`src/rtl/core/bcic_pkg.sv`:
```
// ----------------------------------------------------------------------------
// bcic_pkg
// Shared constants for the button, coil and indicator controller.
// ----------------------------------------------------------------------------
package bcic_pkg;

    localparam int CFG_ADDR_W = 3;
    localparam int CFG_DATA_W = 16;
    localparam int TDATA_W    = 8;
    localparam int OUT_FIELDS = 5;

    typedef enum logic [CFG_ADDR_W-1:0] {
        REG_DEBOUNCE_PERIOD  = 3'd0,
        REG_LONG_PRESS_COUNT = 3'd1,
        REG_COIL_DELAY       = 3'd2,
        REG_LED_PERIOD       = 3'd3,
        REG_SLOW_BLINK_COUNT = 3'd4
    } cfg_index_t;

    localparam logic [7:0]  DEBOUNCE_PERIOD_RST  = 8'd9;
    localparam logic [7:0]  LONG_PRESS_COUNT_RST = 8'd29;
    localparam logic [15:0] COIL_DELAY_RST       = 16'd399;
    localparam logic [7:0]  LED_PERIOD_RST       = 8'd9;
    localparam logic [7:0]  SLOW_BLINK_COUNT_RST = 8'd20;

    // result word, highest bit first
    typedef struct packed {
        logic short_press;
        logic coil_enabled;
        logic buzzer_on;
        logic led_lit;
        logic coil_on;
    } result_t;

endpackage

```
`src/rtl/core/button_coil_indicator_controller_top.sv`:
```
// ----------------------------------------------------------------------------
// button_coil_indicator_controller_top
// Debounces a button, toggles an enable on a long press, runs the coil
// delay and drives the LED and buzzer; one tick per input word.
// ----------------------------------------------------------------------------
// path: the input register loads at the accept edge; the tick update lands in
//   the result register when the result register is empty or being taken
// throughput: one word per cycle while the output is not stalled; the tick
//   update is a single pass of counter compares between the input register
//   and the result register
// reset: rst_n asynchronous active low; clears the pipeline, restores the
//   tick state and loads the default register values
module button_coil_indicator_controller_top
(
    input  logic                                clk,
    input  logic                                rst_n,
    input  logic                                s_axis_tvalid,
    output logic                                s_axis_tready,
    input  logic [bcic_pkg::TDATA_W-1:0]        s_axis_tdata,  // [0] button_pressed
    output logic                                m_axis_tvalid,
    input  logic                                m_axis_tready,
    // [0] coil_on, [1] led_lit, [2] buzzer_on, [3] coil_enabled, [4] short_press
    output logic [bcic_pkg::TDATA_W-1:0]        m_axis_tdata,
    input  logic                                cfg_wr_en,
    input  logic [bcic_pkg::CFG_ADDR_W-1:0]     cfg_addr,
    input  logic [bcic_pkg::CFG_DATA_W-1:0]     cfg_wr_data
);

    // configuration
    logic [7:0]  debounce_period_reg;
    logic [7:0]  long_press_count_reg;
    logic [15:0] coil_delay_reg;
    logic [7:0]  led_period_reg;
    logic [7:0]  slow_blink_count_reg;

    always_ff @(posedge clk or negedge rst_n)
    begin
        if (!rst_n)
        begin
            debounce_period_reg  <= bcic_pkg::DEBOUNCE_PERIOD_RST;
            long_press_count_reg <= bcic_pkg::LONG_PRESS_COUNT_RST;
            coil_delay_reg       <= bcic_pkg::COIL_DELAY_RST;
            led_period_reg       <= bcic_pkg::LED_PERIOD_RST;
            slow_blink_count_reg <= bcic_pkg::SLOW_BLINK_COUNT_RST;
        end
        else if (cfg_wr_en)
        begin
            unique case (cfg_addr)
                bcic_pkg::REG_DEBOUNCE_PERIOD:  debounce_period_reg  <= cfg_wr_data[7:0];
                bcic_pkg::REG_LONG_PRESS_COUNT: long_press_count_reg <= cfg_wr_data[7:0];
                bcic_pkg::REG_COIL_DELAY:       coil_delay_reg       <= cfg_wr_data;
                bcic_pkg::REG_LED_PERIOD:       led_period_reg       <= cfg_wr_data[7:0];
                bcic_pkg::REG_SLOW_BLINK_COUNT: slow_blink_count_reg <= cfg_wr_data[7:0];
                default: ;
            endcase
        end
    end

    // pipeline control
    logic in_valid_reg;
    logic button_reg;
    logic out_valid_reg;
    logic [bcic_pkg::TDATA_W-1:0] out_data_reg;
    logic advance;
    logic step;

    assign advance       = !out_valid_reg || m_axis_tready;
    assign step          = in_valid_reg && advance;
    assign s_axis_tready = !in_valid_reg || advance;
    assign m_axis_tvalid = out_valid_reg;
    assign m_axis_tdata  = out_data_reg;

    // tick state
    logic        delay_running_reg,  delay_running_next;
    logic [15:0] delay_ticks_reg,    delay_ticks_next;
    logic [7:0]  sample_ticks_reg,   sample_ticks_next;
    logic [7:0]  indicator_ticks_reg, indicator_ticks_next;
    logic [7:0]  held_samples_reg,   held_samples_next;
    logic [7:0]  slow_periods_reg,   slow_periods_next;
    logic        disabled_reg,       disabled_next;
    logic        pressed_reg,        pressed_next;
    logic        coil_reg,           coil_next;
    logic        indicator_flag_reg, indicator_flag_next;
    logic        led_reg,            led_next;
    logic        buzzer_reg,         buzzer_next;
    bcic_pkg::result_t result;

    always_comb
    begin
        delay_running_next   = delay_running_reg;
        held_samples_next    = held_samples_reg;
        slow_periods_next    = slow_periods_reg;
        disabled_next        = disabled_reg;
        pressed_next         = pressed_reg;
        coil_next            = coil_reg;
        indicator_flag_next  = indicator_flag_reg;
        led_next             = led_reg;
        buzzer_next          = buzzer_reg;

        // saturating tick counters
        delay_ticks_next = (delay_running_reg && delay_ticks_reg != 16'hFFFF)
                           ? delay_ticks_reg + 16'd1 : delay_ticks_reg;
        sample_ticks_next = (sample_ticks_reg != 8'hFF)
                            ? sample_ticks_reg + 8'd1 : sample_ticks_reg;
        indicator_ticks_next = (indicator_ticks_reg != 8'hFF)
                               ? indicator_ticks_reg + 8'd1 : indicator_ticks_reg;

        // button sample
        if (sample_ticks_next >= debounce_period_reg)
        begin
            sample_ticks_next = '0;
            if (button_reg)
            begin
                pressed_next = 1'b1;
                if (held_samples_reg >= long_press_count_reg)
                begin
                    held_samples_next = '0;
                    disabled_next     = !disabled_reg;
                end
                else
                begin
                    held_samples_next = held_samples_reg + 8'd1;
                end
            end
            else
            begin
                held_samples_next = '0;
                pressed_next      = 1'b0;
            end
        end

        // indicator update
        if (indicator_ticks_next >= led_period_reg)
        begin
            indicator_ticks_next = '0;
            priority if (coil_reg)
            begin
                if (!indicator_flag_reg)
                begin
                    indicator_flag_next = 1'b1;
                    led_next            = 1'b1;
                    buzzer_next         = 1'b0;
                end
            end
            else if (!disabled_next)
            begin
                indicator_flag_next = !indicator_flag_reg;
                led_next            = !indicator_flag_reg;
                buzzer_next         = indicator_flag_reg;
            end
            else if (slow_periods_reg >= slow_blink_count_reg)
            begin
                slow_periods_next = '0;
                if (!indicator_flag_reg)
                begin
                    indicator_flag_next = 1'b1;
                    led_next            = 1'b1;
                    buzzer_next         = 1'b1;
                end
            end
            else
            begin
                slow_periods_next = slow_periods_reg + 8'd1;
                if (indicator_flag_reg)
                begin
                    indicator_flag_next = 1'b0;
                    led_next            = 1'b0;
                    buzzer_next         = 1'b0;
                end
            end
        end

        // coil delay
        priority if (!delay_running_reg && !disabled_next && pressed_next)
        begin
            delay_running_next = 1'b1;
        end
        else if (delay_running_reg && disabled_next)
        begin
            delay_ticks_next   = '0;
            delay_running_next = 1'b0;
        end
        else if (delay_running_reg)
        begin
            if (delay_ticks_next >= coil_delay_reg)
            begin
                delay_ticks_next   = '0;
                delay_running_next = 1'b0;
                coil_next          = 1'b1;
            end
            else
            begin
                coil_next = 1'b0;
            end
        end
    end

    always_comb
    begin
        result.coil_on      = coil_next;
        result.led_lit      = led_next;
        result.buzzer_on    = buzzer_next;
        result.coil_enabled = !disabled_next;
        result.short_press  = pressed_next;
    end

    always_ff @(posedge clk or negedge rst_n)
    begin
        if (!rst_n)
        begin
            in_valid_reg        <= 1'b0;
            out_valid_reg       <= 1'b0;
            delay_running_reg   <= 1'b1;
            delay_ticks_reg     <= '0;
            sample_ticks_reg    <= '0;
            indicator_ticks_reg <= '0;
            held_samples_reg    <= '0;
            slow_periods_reg    <= '0;
            disabled_reg        <= 1'b1;
            pressed_reg         <= 1'b0;
            coil_reg            <= 1'b0;
            indicator_flag_reg  <= 1'b0;
            led_reg             <= 1'b1;
            buzzer_reg          <= 1'b0;
        end
        else
        begin
            if (s_axis_tready)
            begin
                in_valid_reg <= s_axis_tvalid;
            end
            if (advance)
            begin
                out_valid_reg <= in_valid_reg;
            end
            if (step)
            begin
                delay_running_reg   <= delay_running_next;
                delay_ticks_reg     <= delay_ticks_next;
                sample_ticks_reg    <= sample_ticks_next;
                indicator_ticks_reg <= indicator_ticks_next;
                held_samples_reg    <= held_samples_next;
                slow_periods_reg    <= slow_periods_next;
                disabled_reg        <= disabled_next;
                pressed_reg         <= pressed_next;
                coil_reg            <= coil_next;
                indicator_flag_reg  <= indicator_flag_next;
                led_reg             <= led_next;
                buzzer_reg          <= buzzer_next;
            end
        end
    end

    // payload registers
    always_ff @(posedge clk)
    begin
        if (s_axis_tready && s_axis_tvalid)
        begin
            button_reg <= s_axis_tdata[0];
        end
        if (step)
        begin
            out_data_reg <= {{(bcic_pkg::TDATA_W - bcic_pkg::OUT_FIELDS){1'b0}}, result};
        end
    end

endmodule

```
`config.mk`:
```
export PLATFORM = sky130hd
export DESIGN_NAME = button_coil_indicator_controller_top
export DESIGN_NICKNAME = d
export VERILOG_FILES = /design/src/rtl/core/bcic_pkg.sv /design/src/rtl/core/button_coil_indicator_controller_top.sv
export SDC_FILE = /design/constraint.sdc
export NUM_CORES = 1
export LEC_CHECK = 0
export BUFFER_PORTS_ARGS = -buffer_cell sky130_fd_sc_hd__buf_2
export CAP_MARGIN = 40
export CORE_MARGIN = 2
export CORE_UTILIZATION = 50
export DETAILED_ROUTE_END_ITERATION = 16
export MAX_ROUTING_LAYER = met4
export PLACE_DENSITY = 0.68
export SYNTH_ARGS = -nofsm -noshare
export SYNTH_HDL_FRONTEND = slang
export SYNTH_SLANG_ARGS = --single-unit
export TNS_END_PERCENT = 20
```
`constraint.sdc`:
```
create_clock -name clk -period 4.8 [get_ports clk]
set_input_delay 0.96 -clock clk [delete_from_list [all_inputs] [get_ports clk]]
set_output_delay 0.96 -clock clk [all_outputs]
set_load 0.02 [all_outputs]
```
# Word-level counts from Yosys, hierarchy flattened
# Index checks and enable logic that the tools add are counted.
dict set report word_totals {
  elab_cells 103
  out_inout_bits 10
  reg_bits 111
}
dict set report classes {
  reduce_logical 23
  n_eq_ne 7
  bitwise 1
  muxes 41
  addsub 5
  order_cmp 5
}
# op n
set op_table {}
lappend op_table {{16-bit two-way mux} 5}
lappend op_table {{8-bit two-way mux} 7}
lappend op_table {{8-bit by 1-bit adder with 8-bit output, second input constant} 4}
lappend op_table {{8-bit >= comparator} 4}
lappend op_table {{1-bit two-way mux} 29}
lappend op_table {{16-bit by 1-bit adder with 16-bit output, second input constant} 1}
lappend op_table {{16-bit >= comparator} 1}
lappend op_table {{16-bit inequality test, second input constant} 1}
lappend op_table {{8-bit inequality test, second input constant} 2}
lappend op_table {{2-bit AND reduction} 7}
lappend op_table {{3-bit by 2-bit == test with 1-bit output, second input constant} 2}
lappend op_table {{1-bit logical AND} 6}
lappend op_table {{1-bit zero test} 6}
lappend op_table {{4-bit AND reduction} 1}
lappend op_table {{3-bit by 1-bit == test with 1-bit output, second input constant} 1}
lappend op_table {{3-bit == test, second input constant} 1}
lappend op_table {{3-bit zero test} 1}
lappend op_table {{1-bit logical OR} 2}
lappend op_table {{1-bit inverter} 1}

# Longest topological paths before layout
dict set report logic_depth {
  ltp_word 8
  mapped_depth 17
  depth_no_buf 16
}

# Least setup slack after synthesis
# Ideal clock, no wire load.
dict set report synth_path {
  path_type {reg-to-reg}
  start {register sample_ticks_reg[0]}
  end {register slow_periods_reg[6]}
  stages_incl_launch_ff 17
  setup_ns 0.092
  setup_slack_ns 1.124
  path_buffers 1
  arrival_time_ns 3.584
  cell_sequence {dfrtp_1 ha_1 and3_1 and3_1 nand3_1 nand3_1 o21ai_0 inv_1 ha_1 and4_1 and2_0 a32oi_2 or3_1 a2111o_1 or2_0 buf_2 o31ai_2}
}
dict set report synth_via {
  elab_chain_cells 5
}
# item line
set synth_lines {}
lappend synth_lines {{from (decl)} button_coil_indicator_controller_top.sv:76} ;# logic [7:0] sample_ticks_reg, sample_ticks_next;
lappend synth_lines {{from (signal assigned)} button_coil_indicator_controller_top.sv:240} ;# sample_ticks_reg <= sample_ticks_next;
lappend synth_lines {{8-bit by 1-bit adder with 8-bit output or 8-bit inequality test (tied branches)} {button_coil_indicator_controller_top.sv:104, button_coil_indicator_controller_top.sv:103}}
lappend synth_lines {{8-bit two-way mux (*)} button_coil_indicator_controller_top.sv:104} ;# ? sample_ticks_reg + 8'd1 : sample_ticks_reg;
lappend synth_lines {{8-bit >= comparator (*)} button_coil_indicator_controller_top.sv:109} ;# if (sample_ticks_next >= debounce_period_reg)
lappend synth_lines {{1-bit two-way mux (*)} button_coil_indicator_controller_top.sv:109}
lappend synth_lines {{4-bit AND reduction (no line) (*)} -}
lappend synth_lines {{to (signal assigned)} button_coil_indicator_controller_top.sv:243} ;# slow_periods_reg <= slow_periods_next;
lappend synth_lines {{to (decl)} button_coil_indicator_controller_top.sv:79} ;# logic [7:0] slow_periods_reg, slow_periods_next;
# Mark *: on every way between the ends. The rest lies on a longest branch, timed or not.
# A chain may end at the register's enable or synchronous reset.

# Worst setup path in the final report
# Same ends and word-level chain as after synthesis.

==> out/summary.txt <==
Internal: 0.00199 W
grt ovf: 0
Synth Instances: 706
drt initial violations: 260
vias in the first global route: 5128
LEAKAGE: 3.40 nW
DRC viols: 0
clock sinks: 111
Post-DP Area: 6850 µm²
HPWL after DPL: 10200 µm
outcome: complete, no violations
Rel. slew slack: 0.591
total power: 0.00299 W
Total Wirelength: 14000 µm
maximum root-to-sink buffer count: 2
count of final setup violators: 0
Die Ht: 118 µm
Root Buffer: clkbuf_16
IR drop worst, VDD: 0.175 mV
Post-Synth Adder-Cell Area: 0.102
Max-Cap Viols: 0
pwr/cell area: 417 nW/µm²
Initial Util: 0.514
Hold Crit Class: flop to flop
die width: 118 µm
yosys warns: 0
skew final: 0.00988 ns
hold path cells: 1
top post-synthesis cells by area: dfrtp_1 33%, ha_1 10%, dfstp_2 7.7%
mapped cell area: 6490 µm²
die area: 13900 µm²
P&R area growth vs syn: 10.3%
Hold Vio Cnt, Final: 0
clock share of power: 0.265
Combinational Power Share: 0.300
core area: 12600 µm²
post-CTS sizing: 0
Overall Global Routing Usage: 0.221
cts hold-fix bufs: 0
ys async rst share: 0.946
Slew Limit Fails: 0
Post-Place Cells: 893
Final Instance Area: 7160 µm²
largest family of logic cells by synthesized area: simple AND/OR/NAND/NOR gates
Switching Power: 0.000999 W
period utilization: 0.866
average cell area after synthesis: 9.19 µm²
via count: 5097
critical path fanouts, max: 10
Critical Path AT: 4.42 ns
min cycle time layout: 4.16 ns
area leader, netlist: dfrtp_1
Layout Cells excl Fill: 908
Clock transition at path regs: 0.07 ns
RSZ-0062 raised after global routing: no
post-synthesis xor/xnor area fraction: 0.0297
detailed-route wire length per cell: 15.4 µm
critical path type: flop to flop
Worst EP required: 5.07 ns
Post-CTS Setup Bufs: 0
drt pass-1 iters: 5
FF+latch count, synth: 111
post-synthesis mux area share: 0.0357
PortBufs: 31
Seq pwr share: 0.435
worst hold slack: 0.506 ns
Antenna diodes: 0
Final #Nets: 817
Top Ports: 42
Antenna Violating Nets Remaining: 0
vias per inst: 5.61
post-synth cell types: 61
Simple-Gate Fraction of Synth Area: 0.181
pin count of the biggest net entering global routing: 50
setup TNS: 0 ns
Most used DFF post-synth: dfrtp_1
first-pass GRT wire length: 24000 µm
post-synth top area share: 0.332
gpl congestion: 0.855
CTS tree: yes
Least-Margin Pin Slew: 0.613 ns
Cell Rows: 41
commonest cells in the netlist: 92 x nand2_1, 86 x dfrtp_1, 74 x o21ai_0
crit end category: flop
deepest level of the CTS H-tree: 3
antenna violations before repair: 0
Synth Area in Compound Gates: 0.164
Seq/Total Area, Yosys: 0.437
cells on worst reg2reg path: 13
count leader, synth: nand2_1
CP Launch Type: flop
number of enable flip-flop cells after synthesis: 6
fmax: 0.240 GHz
worst skew pair latency: 0.36 ns
share of layout cells above drive strength 1: 0.132
Sw Ratio: 0.335
CTS Buf Count: 9
==> power by group through the flow <==
| stage | clock network [W] | registers (W) | logic (W) |
|---|---|---|---|
| 2_1_floorplan | 0 | 0.00128 | 0.000677 |
| 3_3_place_gp | 0 | 0.00130 | 0.000846 |
| 3_5_place_dp | 0 | 0.00131 | 0.000897 |
| 4_1_cts | 0.000809 | 0.00130 | 0.000903 |
| 5_1_grt | 0.000850 | 0.00133 | 0.00104 |
| 6_report | 0.000791 | 0.00130 | 0.000896 |
==> cells in the final DEF (no fill, tap or decap), types with 7 or more instances in the layout <==
cell type	Yosys	final
nand2_1	92	92
dfrtp_1	86	86
o21ai_0	74	74
inv_1	56	56
ha_1	53	53
nor2_1	36	35
buf_2	1	30
nand3_1	26	26
a21oi_1	23	23
nand2b_1	20	20
dfstp_2	19	19
and3_1	18	18
xnor2_1	16	16
mux2_2	16	16
o21ai_1	14	14
nor3_1	10	10
clkbuf_16	0	10
and2_1	9	9
o31ai_1	8	8
nand4_1	7	7
buf_4	3	7
==> critical path, stage by stage (launching register included) <==
cell	delay [ns]
dfrtp_1	0.42
ha_1	0.20
and3_1	0.22
and3_1	0.20
nand3_1	0.26
xnor2_1	0.25
ha_1	0.25
nand2b_1	0.15
a2111o_1	0.43
a32oi_2	0.34
o21ai_1	0.14
a2111o_1	0.54
or2_0	0.41
o31ai_2	0.26
==> cell families (layout without fill, tap and decap cells) <==
family	count (synthesis)	in the layout
compound gates	171	171
other cells	1	3
mux	21	21
xor+xnor	22	22
fa+ha+maj	53	53
buf+inv	84	112
flops	111	111
simple gates	243	243
==> routing by layer <==
layer  GRT usage  wire (µm)  share of wire  vias to the layer above
met2       0.370       6800           0.49                       99
met5           -          0              0                        -
met1       0.265       6430           0.46                     2444
li1            -          -              -                     2524
met4       0.102        399          0.028                        0
met3      0.0315        385          0.027                       30
==> final cells by class <==
class	instances	area [µm²]
fillers	1161	5460
multi-input cells	513	3340
flip-flops and latches	111	2830
clock buffers	13	272
repair buffers	39	245
inverters	58	218
well taps	172	215
clock inverters	2	37.5
==> per-stage QoR <==
step	util	setup WS, ns
4_1_cts	0.567	0.624
2_1_floorplan	-	1.12
3_3_place_gp	0.539	0.743
3_5_place_dp	0.543	0.659
6_report	0.567	0.641
5_1_grt	0.567	0.230
==> final timing paths <==
path	start	to	slack, ns
setup / recovery	sample_ticks_reg[0]$_DFFE_PN0P_	slow_periods_reg[6]$_DFFE_PN0P_	0.64
hold / removal	held_samples_reg[7]$_DFFE_PN0P_	held_samples_reg[7]$_DFFE_PN0P_	0.51
setup reg to reg	sample_ticks_reg[0]$_DFFE_PN0P_	slow_periods_reg[6]$_DFFE_PN0P_	0.64
hold reg to reg	held_samples_reg[7]$_DFFE_PN0P_	held_samples_reg[7]$_DFFE_PN0P_	0.51
max in group asynchronous	rst_n	led_reg$_DFFE_PN1P_	3.22
min in group asynchronous	rst_n	sample_ticks_reg[2]$_DFFE_PN0P_	0.53
No activity file was read; power rests on OpenSTA's default activity.
